$ cat src/rtl/assert_macros.svh
// ----------------------------------------------------------------------------
// Assertion macros
// Concurrent assertion wrappers; they compile away under SYNTHESIS.
// ----------------------------------------------------------------------------
`ifndef ASSERT_MACROS_SVH
`define ASSERT_MACROS_SVH
`ifndef SYNTHESIS
`define ASSERT_RST(lbl, clk, rst_n, prop, msg) \
    lbl: assert property (@(posedge clk) disable iff (!(rst_n)) (prop)) else $error(msg);
`define ASSERT_NEXT(lbl, clk, rst_n, ante, cons, msg) \
    lbl: assert property (@(posedge clk) disable iff (!(rst_n)) (ante) |=> (cons)) \
        else $error(msg);
`else
`define ASSERT_RST(lbl, clk, rst_n, prop, msg)
`define ASSERT_NEXT(lbl, clk, rst_n, ante, cons, msg)
`endif
`endif

$ cat src/rtl/fge_pkg.sv
// ----------------------------------------------------------------------------
// fge_pkg
// Shared constants, types and helpers of the frontier grid explorer.
// ----------------------------------------------------------------------------
package fge_pkg;

    localparam int GRID_CELLS = 16;
    localparam int GRID_BITS  = $clog2(GRID_CELLS);
    localparam int NUM_CELLS  = GRID_CELLS * GRID_CELLS;
    localparam int ADDR_W     = 2 * GRID_BITS;
    localparam int FRAC_BITS  = 8;
    localparam int HALF_GRID  = (GRID_CELLS << FRAC_BITS) / 2;

    localparam int POS_W  = 16;
    localparam int FOV_W  = 15;
    localparam int CNT_W  = 9;
    localparam int EXT_W  = POS_W + 2;        // origin / target sums before saturation
    localparam int DIFF_W = 19;               // pos +/- fov - origin
    localparam int CELL_W = DIFF_W - FRAC_BITS;
    localparam int DIST_W = 2 * CELL_W;

    localparam int IN_W  = 2 * POS_W;
    localparam int OUT_W = 48;                // tx, ty, complete, count, zero fill

    localparam int CFG_IDX_W  = 2;
    localparam int CFG_DATA_W = 16;

    localparam logic [CFG_IDX_W-1:0] REG_FOV_HALF_X = CFG_IDX_W'(0);
    localparam logic [CFG_IDX_W-1:0] REG_FOV_HALF_Y = CFG_IDX_W'(1);

    localparam logic [FOV_W-1:0] FOV_HALF_X_RST = FOV_W'(668);
    localparam logic [FOV_W-1:0] FOV_HALF_Y_RST = FOV_W'(501);

    localparam logic signed [CELL_W-1:0] CELL_MAX = CELL_W'(GRID_CELLS - 1);

    typedef enum logic [1:0] {
        CELL_UNEXPLORED,
        CELL_EXPLORED,
        CELL_BORDER
    } t_cell;

    typedef enum logic [3:0] {
        S_IDLE,
        S_CLEAR,
        S_BOUND,
        S_CLAMP,
        S_RECT_RD,
        S_RECT_WR,
        S_SCAN,
        S_DRAIN,
        S_RESULT
    } t_state;

    typedef struct packed {
        logic load;
        logic clear;
        logic bound;
        logic clamp;
        logic rect_rd;
        logic rect_wr;
        logic scan_rd;
        logic out_load;
    } t_dp_cmd;

    typedef struct packed {
        logic fresh;
        logic idx_last;
        logic overlap;
        logic rect_last;
        logic out_free;
    } t_dp_status;

    // fixed point to cell index, truncating toward zero
    function automatic logic signed [CELL_W-1:0] to_cell(input logic signed [DIFF_W-1:0] d);
        logic signed [DIFF_W-1:0] q;
        q = d >>> FRAC_BITS;
        if (d[DIFF_W-1] && (d[FRAC_BITS-1:0] != '0)) begin
            q = q + {{(DIFF_W-1){1'b0}}, 1'b1};
        end
        return q[CELL_W-1:0];
    endfunction

    function automatic logic [GRID_BITS-1:0] clamp_idx(input logic signed [CELL_W-1:0] c);
        logic [GRID_BITS-1:0] r;
        if (c[CELL_W-1]) begin
            r = '0;
        end else if (c > CELL_MAX) begin
            r = GRID_BITS'(GRID_CELLS - 1);
        end else begin
            r = c[GRID_BITS-1:0];
        end
        return r;
    endfunction

    function automatic logic [POS_W-1:0] sat_pos(input logic [EXT_W-1:0] v);
        logic [POS_W-1:0] r;
        if ((v[EXT_W-1:POS_W-1] == '0) || (v[EXT_W-1:POS_W-1] == '1)) begin
            r = v[POS_W-1:0];
        end else begin
            r = {v[EXT_W-1], {(POS_W-1){~v[EXT_W-1]}}};
        end
        return r;
    endfunction

endpackage

$ cat src/rtl/fge_ctrl.sv
// ----------------------------------------------------------------------------
// fge_ctrl
// Sequencer: clear pass, view rectangle update, grid scan, result hand-off.
// ----------------------------------------------------------------------------
module fge_ctrl (
    input  logic                i_clk,
    input  logic                i_rst_n,
    input  logic                i_in_valid,
    output logic                o_in_ready,
    input  fge_pkg::t_dp_status i_status,
    output fge_pkg::t_dp_cmd    o_cmd
);
    import fge_pkg::*;

    t_state r_state;
    t_state n_state;

    always_ff @(posedge i_clk) begin
        if (!i_rst_n) begin
            r_state <= S_IDLE;
        end else begin
            r_state <= n_state;
        end
    end

    always_comb begin
        n_state    = r_state;
        o_cmd      = '0;
        o_in_ready = 1'b0;
        case (r_state)
            S_IDLE: begin
                // no request taken while reset is held
                o_in_ready = i_rst_n;
                if (i_in_valid && i_rst_n) begin
                    o_cmd.load = 1'b1;
                    n_state    = i_status.fresh ? S_CLEAR : S_BOUND;
                end
            end
            S_CLEAR: begin
                o_cmd.clear = 1'b1;
                if (i_status.idx_last) begin
                    n_state = S_BOUND;
                end
            end
            S_BOUND: begin
                o_cmd.bound = 1'b1;
                n_state     = S_CLAMP;
            end
            S_CLAMP: begin
                o_cmd.clamp = 1'b1;
                n_state     = i_status.overlap ? S_RECT_RD : S_SCAN;
            end
            S_RECT_RD: begin
                o_cmd.rect_rd = 1'b1;
                n_state       = S_RECT_WR;
            end
            S_RECT_WR: begin
                o_cmd.rect_wr = 1'b1;
                n_state       = i_status.rect_last ? S_SCAN : S_RECT_RD;
            end
            S_SCAN: begin
                o_cmd.scan_rd = 1'b1;
                if (i_status.idx_last) begin
                    n_state = S_DRAIN;
                end
            end
            S_DRAIN: begin
                n_state = S_RESULT;
            end
            S_RESULT: begin
                if (i_status.out_free) begin
                    o_cmd.out_load = 1'b1;
                    n_state        = S_IDLE;
                end
            end
            default: begin
                n_state = S_IDLE;
            end
        endcase
    end

endmodule

$ cat src/rtl/fge_datapath.sv
// ----------------------------------------------------------------------------
// fge_datapath
// Grid store, origin and bounds arithmetic, nearest border search, result.
// ----------------------------------------------------------------------------
`include "assert_macros.svh"

module fge_datapath (
    input  logic                          i_clk,
    input  logic                          i_rst_n,
    input  fge_pkg::t_dp_cmd              i_cmd,
    output fge_pkg::t_dp_status           o_status,
    input  logic [fge_pkg::POS_W-1:0]     i_pos_x,
    input  logic [fge_pkg::POS_W-1:0]     i_pos_y,
    input  logic                          i_cfg_valid,
    input  logic [fge_pkg::CFG_IDX_W-1:0] i_cfg_index,
    input  logic [fge_pkg::CFG_DATA_W-1:0] i_cfg_data,
    input  logic                          i_m_ready,
    output logic                          o_m_valid,
    output logic [fge_pkg::POS_W-1:0]     o_target_x,
    output logic [fge_pkg::POS_W-1:0]     o_target_y,
    output logic                          o_target_found,
    output logic                          o_map_complete,
    output logic [fge_pkg::CNT_W-1:0]     o_explored_count
);
    import fge_pkg::*;

    // control state
    logic                 r_ready;
    logic [CNT_W-1:0]     r_total;
    logic [POS_W-1:0]     r_origin_x;
    logic [POS_W-1:0]     r_origin_y;
    logic [FOV_W-1:0]     r_fov_x;
    logic [FOV_W-1:0]     r_fov_y;
    logic [ADDR_W-1:0]    r_idx;
    logic                 r_sv;
    logic                 r_found;
    logic                 r_ovld;

    // payload
    logic [POS_W-1:0]     r_px;
    logic [POS_W-1:0]     r_py;
    logic signed [CELL_W-1:0] r_imin, r_imax, r_jmin, r_jmax, r_ip, r_jp;
    logic [GRID_BITS-1:0] r_ilo, r_ihi, r_jlo, r_jhi, r_i, r_j;
    logic [ADDR_W-1:0]    r_sa;
    t_cell                r_rdata;
    logic [DIST_W-1:0]    r_best;
    logic [GRID_BITS-1:0] r_bi, r_bj;
    logic [POS_W-1:0]     r_tx, r_ty;
    logic                 r_tfound;
    logic                 r_tcomplete;
    logic [CNT_W-1:0]     r_tcount;

    t_cell                mem [NUM_CELLS];

    // ---------------------------------------------------------------- arithmetic
    logic [EXT_W-1:0]         org_x_ext, org_y_ext;
    logic signed [DIFF_W-1:0] px_e, py_e, ox_e, oy_e, hx_e, hy_e;
    logic signed [DIFF_W-1:0] d_imax, d_imin, d_jmax, d_jmin, d_ip, d_jp;

    assign org_x_ext = {{2{i_pos_x[POS_W-1]}}, i_pos_x} - EXT_W'(HALF_GRID);
    assign org_y_ext = {{2{i_pos_y[POS_W-1]}}, i_pos_y} - EXT_W'(HALF_GRID);

    assign px_e = {{(DIFF_W-POS_W){r_px[POS_W-1]}}, r_px};
    assign py_e = {{(DIFF_W-POS_W){r_py[POS_W-1]}}, r_py};
    assign ox_e = {{(DIFF_W-POS_W){r_origin_x[POS_W-1]}}, r_origin_x};
    assign oy_e = {{(DIFF_W-POS_W){r_origin_y[POS_W-1]}}, r_origin_y};
    assign hx_e = {{(DIFF_W-FOV_W){1'b0}}, r_fov_x};
    assign hy_e = {{(DIFF_W-FOV_W){1'b0}}, r_fov_y};

    assign d_imax = px_e + hx_e - ox_e;
    assign d_imin = px_e - hx_e - ox_e;
    assign d_jmax = py_e + hy_e - oy_e;
    assign d_jmin = py_e - hy_e - oy_e;
    assign d_ip   = px_e - ox_e;
    assign d_jp   = py_e - oy_e;

    logic overlap;
    assign overlap = !r_imax[CELL_W-1] && (r_imin <= CELL_MAX)
                  && !r_jmax[CELL_W-1] && (r_jmin <= CELL_MAX);

    // view rectangle cell update
    logic signed [CELL_W-1:0] i_s, j_s;
    logic                     on_edge;
    logic                     rect_last;
    logic                     rect_wen;
    assign i_s       = {{(CELL_W-GRID_BITS){1'b0}}, r_i};
    assign j_s       = {{(CELL_W-GRID_BITS){1'b0}}, r_j};
    assign on_edge   = (i_s == r_imin) || (i_s == r_imax) || (j_s == r_jmin) || (j_s == r_jmax);
    assign rect_last = (r_i == r_ihi) && (r_j == r_jhi);
    assign rect_wen  = i_cmd.rect_wr && (r_rdata != CELL_EXPLORED);

    // scan distance
    logic signed [CELL_W-1:0] si, sj, di, dj;
    logic signed [DIST_W-1:0] sq_i, sq_j;
    logic [DIST_W-1:0]        sq_dist;
    logic                     take;
    assign si      = {{(CELL_W-GRID_BITS){1'b0}}, r_sa[ADDR_W-1:GRID_BITS]};
    assign sj      = {{(CELL_W-GRID_BITS){1'b0}}, r_sa[GRID_BITS-1:0]};
    assign di      = si - r_ip;
    assign dj      = sj - r_jp;
    assign sq_i    = di * di;
    assign sq_j    = dj * dj;
    assign sq_dist = sq_i + sq_j;
    assign take    = r_sv && (r_rdata == CELL_BORDER) && (!r_found || (sq_dist < r_best));

    // result
    logic [EXT_W-1:0] tx_ext, ty_ext;
    assign tx_ext = {{2{r_origin_x[POS_W-1]}}, r_origin_x}
                  + {{(EXT_W-GRID_BITS-FRAC_BITS){1'b0}}, r_bi, {FRAC_BITS{1'b0}}};
    assign ty_ext = {{2{r_origin_y[POS_W-1]}}, r_origin_y}
                  + {{(EXT_W-GRID_BITS-FRAC_BITS){1'b0}}, r_bj, {FRAC_BITS{1'b0}}};

    // ---------------------------------------------------------------- control regs
    always_ff @(posedge i_clk) begin
        if (!i_rst_n) begin
            r_ready    <= 1'b0;
            r_total    <= '0;
            r_origin_x <= '0;
            r_origin_y <= '0;
            r_fov_x    <= FOV_HALF_X_RST;
            r_fov_y    <= FOV_HALF_Y_RST;
            r_idx      <= '0;
            r_sv       <= 1'b0;
            r_found    <= 1'b0;
            r_ovld     <= 1'b0;
        end else begin
            if (i_cfg_valid) begin
                case (i_cfg_index)
                    REG_FOV_HALF_X: r_fov_x <= i_cfg_data[FOV_W-1:0];
                    REG_FOV_HALF_Y: r_fov_y <= i_cfg_data[FOV_W-1:0];
                    default: ;
                endcase
            end
            if (i_cmd.load) begin
                r_idx   <= '0;
                r_found <= 1'b0;
                if (!r_ready) begin
                    r_ready    <= 1'b1;
                    r_total    <= '0;
                    r_origin_x <= sat_pos(org_x_ext);
                    r_origin_y <= sat_pos(org_y_ext);
                end
            end
            // clear pass wraps the index back to zero for the scan
            if (i_cmd.clear || i_cmd.scan_rd) begin
                r_idx <= r_idx + ADDR_W'(1);
            end
            if (rect_wen && !on_edge) begin
                r_total <= r_total + CNT_W'(1);
            end
            r_sv <= i_cmd.scan_rd;
            if (take) begin
                r_found <= 1'b1;
            end
            if (i_cmd.out_load) begin
                r_ovld <= 1'b1;
            end else if (i_m_ready) begin
                r_ovld <= 1'b0;
            end
        end
    end

    // ---------------------------------------------------------------- payload regs
    always_ff @(posedge i_clk) begin
        if (i_cmd.load) begin
            r_px <= i_pos_x;
            r_py <= i_pos_y;
        end
        if (i_cmd.bound) begin
            r_imax <= to_cell(d_imax);
            r_imin <= to_cell(d_imin);
            r_jmax <= to_cell(d_jmax);
            r_jmin <= to_cell(d_jmin);
            r_ip   <= to_cell(d_ip);
            r_jp   <= to_cell(d_jp);
        end
        if (i_cmd.clamp) begin
            r_ilo <= clamp_idx(r_imin);
            r_ihi <= clamp_idx(r_imax);
            r_jlo <= clamp_idx(r_jmin);
            r_jhi <= clamp_idx(r_jmax);
            r_i   <= clamp_idx(r_imin);
            r_j   <= clamp_idx(r_jmin);
        end
        if (i_cmd.rect_wr) begin
            if (r_j == r_jhi) begin
                r_j <= r_jlo;
                r_i <= r_i + GRID_BITS'(1);
            end else begin
                r_j <= r_j + GRID_BITS'(1);
            end
        end
        r_sa <= r_idx;
        if (take) begin
            r_best <= sq_dist;
            r_bi   <= r_sa[ADDR_W-1:GRID_BITS];
            r_bj   <= r_sa[GRID_BITS-1:0];
        end
        if (i_cmd.out_load) begin
            r_tx        <= r_found ? sat_pos(tx_ext) : r_px;
            r_ty        <= r_found ? sat_pos(ty_ext) : r_py;
            r_tfound    <= r_found;
            r_tcomplete <= (r_total == CNT_W'(NUM_CELLS));
            r_tcount    <= r_total;
        end
    end

    // ---------------------------------------------------------------- grid store
    always_ff @(posedge i_clk) begin
        if (i_cmd.clear) begin
            mem[r_idx] <= CELL_UNEXPLORED;
        end else if (rect_wen) begin
            mem[{r_i, r_j}] <= on_edge ? CELL_BORDER : CELL_EXPLORED;
        end
        r_rdata <= mem[i_cmd.rect_rd ? {r_i, r_j} : r_idx];
    end

    assign o_status.fresh     = !r_ready;
    assign o_status.idx_last  = (r_idx == '1);
    assign o_status.overlap   = overlap;
    assign o_status.rect_last = rect_last;
    assign o_status.out_free  = !r_ovld || i_m_ready;

    assign o_m_valid        = r_ovld;
    assign o_target_x       = r_tx;
    assign o_target_y       = r_ty;
    assign o_target_found   = r_tfound;
    assign o_map_complete   = r_tcomplete;
    assign o_explored_count = r_tcount;

    `ASSERT_RST(a_total_max, i_clk, i_rst_n, r_total <= CNT_W'(NUM_CELLS),
        "explored count beyond grid")
    `ASSERT_RST(a_out_slot, i_clk, i_rst_n, i_cmd.out_load |-> (!r_ovld || i_m_ready),
        "result overwritten")
    `ASSERT_NEXT(a_first_init, i_clk, i_rst_n, i_cmd.load && !r_ready,
        r_ready && (r_total == '0), "grid not initialised")
    `ASSERT_RST(a_rect_range, i_clk, i_rst_n,
        i_cmd.rect_wr |-> ((r_i >= r_ilo) && (r_i <= r_ihi) && (r_j >= r_jlo) && (r_j <= r_jhi)),
        "rectangle walk out of range")

endmodule

$ cat src/rtl/frontier_grid_explore.sv
// ----------------------------------------------------------------------------
// frontier_grid_explore
// Frontier exploration on a 16 x 16 cell grid; one target per position.
// ----------------------------------------------------------------------------
// Sequence: per position, each grid cell under the clamped view (0..256 cells)
//   is read, then updated; a scan of the grid then picks the nearest border.
// Flow: a new position is taken only in idle, once the previous result has been
//   loaded into the output register; the load waits on m_axis_tready if full.
// Reset: synchronous, active low; a clear pass over the grid store runs on the
//   first position after reset, configuration writes taken out of reset.
// ----------------------------------------------------------------------------
module frontier_grid_explore (
    input  logic                                 i_clk,
    input  logic                                 i_rst_n,
    input  logic                                 s_axis_tvalid,
    output logic                                 s_axis_tready,
    input  logic [fge_pkg::IN_W-1:0]             s_axis_tdata,   // pos_x, pos_y
    output logic                                 m_axis_tvalid,
    input  logic                                 m_axis_tready,
    // target_x, target_y, map_complete, explored_count, zero fill
    output logic [fge_pkg::OUT_W-1:0]            m_axis_tdata,
    output logic                                 m_axis_tuser,   // target_found
    input  logic                                 i_cfg_valid,
    output logic                                 o_cfg_ready,
    input  logic [fge_pkg::CFG_IDX_W-1:0]        i_cfg_index,
    input  logic [fge_pkg::CFG_DATA_W-1:0]       i_cfg_data
);
    import fge_pkg::*;

    t_dp_cmd          cmd;
    t_dp_status       status;
    logic [POS_W-1:0] tx, ty;
    logic             complete;
    logic [CNT_W-1:0] count;

    fge_ctrl u_ctrl (
        .i_clk      (i_clk),
        .i_rst_n    (i_rst_n),
        .i_in_valid (s_axis_tvalid),
        .o_in_ready (s_axis_tready),
        .i_status   (status),
        .o_cmd      (cmd)
    );

    fge_datapath u_dp (
        .i_clk            (i_clk),
        .i_rst_n          (i_rst_n),
        .i_cmd            (cmd),
        .o_status         (status),
        .i_pos_x          (s_axis_tdata[POS_W-1:0]),
        .i_pos_y          (s_axis_tdata[2*POS_W-1:POS_W]),
        .i_cfg_valid      (i_cfg_valid),
        .i_cfg_index      (i_cfg_index),
        .i_cfg_data       (i_cfg_data),
        .i_m_ready        (m_axis_tready),
        .o_m_valid        (m_axis_tvalid),
        .o_target_x       (tx),
        .o_target_y       (ty),
        .o_target_found   (m_axis_tuser),
        .o_map_complete   (complete),
        .o_explored_count (count)
    );

    // register writes are held off while reset is asserted
    assign o_cfg_ready  = i_rst_n;
    assign m_axis_tdata = {{(OUT_W-2*POS_W-1-CNT_W){1'b0}}, count, complete, ty, tx};

endmodule
$ cat config.mk
export PLATFORM = sky130hd
export DESIGN_NAME = frontier_grid_explore
export DESIGN_NICKNAME = d
export VERILOG_FILES = /design/src/rtl/fge_pkg.sv /design/src/rtl/fge_ctrl.sv /design/src/rtl/fge_datapath.sv /design/src/rtl/frontier_grid_explore.sv
export VERILOG_INCLUDE_DIRS = /design/src /design/src/rtl
export SDC_FILE = /design/constraint.sdc
export NUM_CORES = 2
export LEC_CHECK = 0
export ABC_AREA = 1
export BUFFER_PORTS_ARGS = -buffer_cell sky130_fd_sc_hd__buf_2
export CAP_MARGIN = 20
export CORE_AREA = 4 4 319 290
export DETAILED_ROUTE_END_ITERATION = 8
export DIE_AREA = 0 0 323 294
export PLACE_DENSITY = 0.76
export SLEW_MARGIN = 20
export SYNTH_ARGS = -nofsm -noshare
export SYNTH_HDL_FRONTEND = slang
export SYNTH_HIERARCHICAL = 1
export SYNTH_SLANG_ARGS = --single-unit
$ cat constraint.sdc
create_clock -name i_clk -period 10.7 [get_ports i_clk]
set_clock_uncertainty 0.05 [all_clocks]
set_input_delay 2.14 -clock i_clk [delete_from_list [all_inputs] [get_ports i_clk]]
set_output_delay 2.14 -clock i_clk [all_outputs]
set_load 0.01 [all_outputs]
Word level (Yosys, flattened, before mapping)
Memories as Yosys holds them, arrays and structs flattened. A register that Yosys moved wholly into a read port is not among the register bits.
Index checks and enable logic that the tools add are counted.
{"block": "word_totals", "reg_bits": 286, "latch_bits": 0, "ram_bits": 512, "mem_bits_ro": 0, "input_bits": 55, "out_inout_bits": 52, "wordCells": 218, "memories": 1}
{"memory": "u_dp.mem", "depth": 256, "word_bits": 2, "read_ports": 1, "rd_ports_with_merged_regs": 1, "wr": 1, "line_no": "fge_datapath.sv:53", "text": "t_cell mem [NUM_CELLS];"}
{"block": "op_classes", "addsub": 27, "multipliers": 2, "div": 0, "n_lt_le_gt_ge": 7, "eq_ne": 28, "shift": 0, "muxes": 62, "bitwise_logic": 5, "reduce_logical": 53}
{"cell": "$mux W16", "n": 6}
{"cell": "$sub A17 B16 Y18", "n": 4}
{"cell": "$sub A16 B16 Y17", "n": 4}
{"cell": "$mux W11", "n": 6}
{"cell": "$mux W4", "n": 16}
{"cell": "$reduce_bool A8 Y1", "n": 6}
{"cell": "$add A11 B2 Y11 const B", "n": 4}
{"cell": "$eq A5 B11 Y1", "n": 4}
{"cell": "$gt A11 B5 Y1 const B", "n": 4}
{"cell": "$mul A11 B11 Y22", "n": 2}
{"cell": "$pmux W4 S9", "n": 1}
{"cell": "$add A16 B13 Y17", "n": 2}
{"cell": "$add A16 B16 Y17", "n": 2}
{"cell": "$sub A16 B13 Y17 const B", "n": 2}
{"cell": "$mux W8", "n": 4}
{"cell": "$mux W9", "n": 3}
{"cell": "$add A22 B22 Y22", "n": 1}
{"cell": "$le A11 B5 Y1 const B", "n": 2}
{"cell": "$lt A22 B22 Y1", "n": 1}
{"cell": "$sub A5 B11 Y11", "n": 2}
{"cell": "$mux W1", "n": 21}
{"cell": "$add A9 B2 Y10 const B", "n": 2}
{"cell": "$eq A4 B3 Y1 const B", "n": 4}
{"cell": "$logic_and A1 B1 Y1", "n": 15}
{"cell": "25 further kinds", "n": 66}

Longest topological paths before layout
{"block": "depth", "word_depth": 8, "ltp_mapped": 49, "ltp_nobuf": 49}

By module
The synthesis kept the hierarchy.
{"mod": "fge_datapath", "n_inst": 1, "cells_each": 6106, "area_per_inst_um2": 52728.1, "seq_area_each_um2": 22871.9}
{"mod": "fge_ctrl", "n_inst": 1, "cells_each": 66, "area_per_inst_um2": 374.1, "seq_area_each_um2": 80.1}
{"mod": "frontier_grid_explore", "n_inst": 1, "cells_each": 9, "area_per_inst_um2": 63.8, "seq_area_each_um2": 0.0}

Worst setup path before layout
OpenSTA, ideal clock, no wires.
{"block": "synth_path", "path_kind": "reg-to-reg", "startpoint": "register u_dp.r_ip[0]", "endpoint": "register u_dp.r_best[0], enable pin", "setup_ns": 0.385, "t_arrival_ns": 8.617, "required_time_ns": 10.265, "path_slack_ns": 1.648, "path_stages_with_launch": 46, "n_path_buf": 0, "period_less_slack_ns": 9.052, "cell_sequence": "edfxtp_1 ha_1 inv_1 fa_1 nand2_1 inv_1 o21ai_1 nand2_1 inv_1 or2_1 nor2_1 nand3_1 or2_1 nand2_1 clkinv_1 nand2_1 fa_1 inv_1 (+10 left out) ha_1 nand2_1 nor3_1 nand3_1 nand3_1 nand2_1 nand2_1 a21oi_1 o21ai_0 xor2_1 ha_1 a21oi_1 o21ai_0 nor2_1 nand3_1 nand2_1 nand2_1 inv_1"}
{"block": "synth_via", "elab_chain_cells": 6}
{"item": "start, declared", "line_no": "fge_datapath.sv:42", "text": "logic signed [CELL_W-1:0] r_imin, r_imax, r_jmin, r_jmax, r_ip, r_jp;"}
{"item": "start signal, assigned", "line_no": "fge_datapath.sv:174", "text": "r_ip <= to_cell(d_ip);"}
{"item": "$sub A5 B11 Y11", "line_no": "fge_datapath.sv:99", "text": "assign di = si - r_ip;"}
{"item": "$mul A11 B11 Y22", "line_no": "fge_datapath.sv:101", "text": "assign sq_i = di * di;"}
{"item": "$add A22 B22 Y22", "line_no": "fge_datapath.sv:103", "text": "assign sq_dist = sq_i + sq_j;"}
{"item": "via u_dp.sq_dist[19]", "line_no": "fge_datapath.sv:95", "text": "logic [DIST_W-1:0] sq_dist;"}
{"item": "$lt A22 B22 Y1", "line_no": "fge_datapath.sv:104", "text": "assign take = r_sv && (r_rdata == CELL_BORDER) && (!r_found || (sq_dist < r_best));"}
{"item": "$logic_or A1 B1 Y1", "line_no": "fge_datapath.sv:104"}
{"item": "$logic_and A1 B1 Y1", "line_no": "fge_datapath.sv:104"}
{"item": "via u_dp.take", "line_no": "fge_datapath.sv:96", "text": "logic take;"}
{"item": "end signal, assigned", "line_no": "fge_datapath.sv:195", "text": "r_best <= sq_dist;"}
{"item": "end, declared", "line_no": "fge_datapath.sv:46", "text": "logic [DIST_W-1:0] r_best;"}
The timed path passes the listed nets, and every way through them passes these cells.
A chain may end at the register's enable or synchronous reset.

Worst setup path in the final report
{"block": "layout_path", "startpoint": "register u_dp.r_sa[4]", "endpoint": "register u_dp.r_bj[3], enable pin"}
{"block": "layout_via", "elab_chain_cells": 6}
{"item": "start, declared", "line_no": "fge_datapath.sv:44", "text": "logic [ADDR_W-1:0] r_sa;"}
{"item": "start signal, assigned", "line_no": "fge_datapath.sv:193", "text": "r_sa <= r_idx;"}
{"item": "$sub A5 B11 Y11", "line_no": "fge_datapath.sv:99"}
{"item": "$mul A11 B11 Y22", "line_no": "fge_datapath.sv:101"}
{"item": "$add A22 B22 Y22", "line_no": "fge_datapath.sv:103"}
{"item": "via u_dp.sq_dist[19]", "line_no": "fge_datapath.sv:95"}
{"item": "$lt A22 B22 Y1", "line_no": "fge_datapath.sv:104"}
{"item": "$logic_or A1 B1 Y1", "line_no": "fge_datapath.sv:104"}
{"item": "$logic_and A1 B1 Y1", "line_no": "fge_datapath.sv:104"}
{"item": "via u_dp.take", "line_no": "fge_datapath.sv:96"}
{"item": "end signal, assigned", "line_no": "fge_datapath.sv:197", "text": "r_bj <= r_sa[GRID_BITS-1:0];"}
{"item": "end, declared", "line_no": "fge_datapath.sv:47", "text": "logic [GRID_BITS-1:0] r_bi, r_bj;"}
The timed path passes the listed nets, and every way through them passes these cells.

==> qor.log <==
[global_routing] initial antenna violation count 6
[routing] routed wire length 136,000 um
[finish] core occupancy in the finished layout 0.647
[sta] final worst path period share 0.919
[routing] vias per std cell 5.56
[global_routing] global-route wire length before repair 212,000 um
[worst_setup_path] slowest cell on the critical path sky130_fd_sc_hd__fa_1
[worst_setup_path] maximum fanout along the worst path 30
[synthesis] area leader, netlist sky130_fd_sc_hd__edfxtp_1
[floorplanning] y dimension of the die 294 um
[sta] setup violators final 0
[synthesis] Gate Count Post-Synth 6,181
[global_routing] final global-route overflow total 0
[placement] input/output buffers 99
[floorplanning] count of boundary I/O pins 107
[worst_setup_path] CP startpoint kind register
[flow_run] max_cap viols 0
[routing] drt first pass iters 9
[cts] Clock Latency Late Sink 0.66 ns
[sta] final hold violation count 0
[synthesis] flops & latches, synth 798
[worst_setup_path] dominant cell type by count on the critical path sky130_fd_sc_hd__inv_1
[finish] commonest cells after routing, fill and taps aside 1,331 x sky130_fd_sc_hd__nand2_1, 1,230 x sky130_fd_sc_hd__inv_1, 697 x sky130_fd_sc_hd__edfxtp_1, 659 x sky130_fd_sc_hd__nand3_1, 580 x sky130_fd_sc_hd__nor2_1
[floorplanning] row count 104
[synthesis] part of the Yosys area used for sequential elements 0.432
[routing] number of remaining DRC errors 1
[routing] via count 41,500
[worst_setup_path] Worst Path Arrival 10.12 ns
[finish] final cell count without fillers 7,460
[worst_setup_path] data required time of the worst path 10.99 ns
[routing] routed wirelength normalized by instance count 18.2 um
[sta] worst slack on hold paths 0.379 ns
[synthesis] synth top area cells sky130_fd_sc_hd__edfxtp_1 39%, sky130_fd_sc_hd__fa_1 11%, sky130_fd_sc_hd__nand2_1 9.4%
[sta] worst-margin pin slew 1.25 ns
[sta] setup repair after global routing missed its margin false
[floorplanning] DIE AREA 0.0950 mm^2
[routing] ANT nets after route 0
[synthesis] mean post-synth cell area 8.60 um^2
[worst_setup_path] Worst Setup Path Type reg -> reg
[sta] min cycle time layout 9.83 ns
[min_path] min-delay worst type reg -> reg
[cts] post-CTS clock slew at the launch and capture registers of the worst setup and hold paths 0.06 ns
[run_status] violated checks DRC
[floorplanning] horizontal extent of the die 323 um
[run_status] status finished, violations left
[synthesis] top cell type's share of synthesized area 0.394
[finish] most frequent standard cell in the layout excluding fill and tap cells sky130_fd_sc_hd__nand2_1
[global_routing] combined global-route utilization of all metal layers 0.285
[placement] Post-DP HPWL 93,500 um
[sta] upper clock frequency limit 0.102 GHz
[synthesis] synth unique cells 51
[global_routing] via count of the first global-routing pass 39,900
[synthesis] total standard cell area after synthesis 0.0532 mm^2
[placement] Inst Count DP 7,298
[cts] number of buffers added by the clock tree synthesis step 84
[routing] violation count after the first detailed-route iteration 4,014
[cts] CTS H-tree lvls 3
[cts] maximum root-to-sink buffer count 3
[finish] Area Growth Syn to Fin 8.36%
[cts] CTS Root Buffer Type sky130_fd_sc_hd__clkbuf_16
[synthesis] yosys warns 6
[sta] setup total negative slack 0 ns
[floorplanning] placeable core region 0.0890 mm^2
[worst_setup_path] kind of end point of the critical path register
[placement] routability congestion estimate from global placement 0.934
[floorplanning] Starting Density 0.597
[finish] layout cells sized above 1 0.0556
[finish] Final Net Count 6,810
[global_routing] largest net degree at the start of global routing 259
[sta] headroom to the max-slew limit 0.165
[worst_setup_path] largest incremental delay on the critical path 0.66 ns
[cts] TritonCTS clock tree yes
[cts] number of clock sinks 798
[sta] Pins Over Slew Limit 0
==> synthesized netlist by cell type, drive strengths merged <==
| cell | number |
|---|---|
| a211oi | 2 |
| a21boi | 2 |
| a21o | 6 |
| a21oi | 227 |
| a221oi | 30 |
| a22oi | 4 |
| a31oi | 11 |
| and2 | 5 |
| and3 | 4 |
| buf | 86 |
| clkbuf | 113 |
| clkinv | 5 |
| conb | 1 |
| dfxtp | 101 |
| edfxtp | 697 |
| fa | 303 |
| ha | 234 |
| inv | 1241 |
| nand2 | 1350 |
| nand3 | 661 |
| nand3b | 27 |
| nand4 | 52 |
| nor2 | 598 |
| nor3 | 36 |
| nor3b | 1 |
| nor4 | 6 |
| o211ai | 32 |
| o21a | 14 |
| o21ai | 181 |
| o21bai | 2 |
| o221ai | 1 |
| o22ai | 3 |
| o311a | 1 |
| o31ai | 4 |
| or2 | 17 |
| xnor2 | 49 |
| xor2 | 74 |
==> cell families (layout without fill, tap and decap cells) <==
logic type,count (synthesis),in the layout,share of synthesized area
buffers and inverters,1445,1549,0.104
AND/OR/NAND/NOR,2757,2757,0.219
XOR/XNOR,123,123,0.0203
adder cells (fa/ha/maj),537,537,0.169
AO/OA/AOI/OAI,520,520,0.0557
other,1,10,0.0000705
flip-flops,798,798,0.432
==> state kept, by name, indices dropped and copies added (netlist names), 11 cells and up <==
| signal | cells |
|---|---|
| u_dp/r_origin_y | 16 |
| u_dp/r_py | 16 |
| u_dp/r_fov_y | 15 |
| u_dp/mem | 512 |
| u_dp/r_px | 16 |
| u_dp/r_best | 22 |
| u_dp/o_target_x | 16 |
| u_dp/r_jmax | 11 |
| u_dp/r_imin | 11 |
| u_dp/o_target_y | 16 |
| u_dp/r_jmin | 11 |
| u_dp/r_origin_x | 16 |
| u_dp/r_fov_x | 15 |
| u_dp/r_imax | 11 |
==> per-layer routing <==
layer | vias to the layer above | global-route usage | part of all wire
met3 | 317 | 0.0532 | 0.090
li1 | 19800 | - | -
met4 | 6 | 0.104 | 0.038
met2 | 1847 | 0.465 | 0.46
met5 | - | 0 | 0.00034
met1 | 19500 | 0.383 | 0.41
==> worst max-delay path, delay by kind of cell, from the launching register on <==
family                   cells  cell delay (ns)
buffers and inverters       12             1.26
AND/OR/NAND/NOR             18             2.15
AO/OA/AOI/OAI                5             0.68
flip-flops                   1             0.31
XOR/XNOR                     1             0.21
adder cells (fa/ha/maj)     11             4.86
==> path summary, 6_finish.rpt <==
path                                                  from  slack, ns  depth (start not counted)                      to
worst max-delay path                  u_dp/r_sa[4]$_DFF_P_       0.87                         47  u_dp/r_bj[3]$_DFFE_PP_
worst min-delay path            u_dp/r_idx[2]$_SDFFE_PN0P_       0.38                          0    u_dp/r_sa[2]$_DFF_P_
worst max register to register        u_dp/r_sa[4]$_DFF_P_       0.87                         47  u_dp/r_bj[3]$_DFFE_PP_
worst min register to register  u_dp/r_idx[2]$_SDFFE_PN0P_       0.38                          0    u_dp/r_sa[2]$_DFF_P_
==> metrics by stage <==
step / setup WS (ns) / area, um^2
after detailed placement: 0.649 / 54800
after global placement: 0.785 / 54800
final: 0.866 / 57600
after global routing: 0.0600 / 57600
after floorplan: 1.65 / 53200
after CTS: 0.621 / 57600
==> timing repair <==
action                                  4_1_cts  5_1_grt
resized for setup                             0        5
hold buffers                                  0        0
setup buffers                                 0        0
endpoints found under the hold margin         0        0
endpoints found under the setup margin        0       30
==> final cells by class <==
| type | count | area (um^2) |
|---|---|---|
| tap | 1166 | 1460 |
| multi-input combinational | 3943 | 24800 |
| antenna | 4 | 10.0 |
| sequential | 798 | 23000 |
| clock buffer | 108 | 2200 |
| inverter | 1246 | 4680 |
| fill | 7268 | 31400 |
| timing repair buffer | 145 | 895 |
| clock inverter | 50 | 584 |
Power is not shown: default switching activity piles up to over one toggle a cycle in this logic, so the estimate is an artifact.
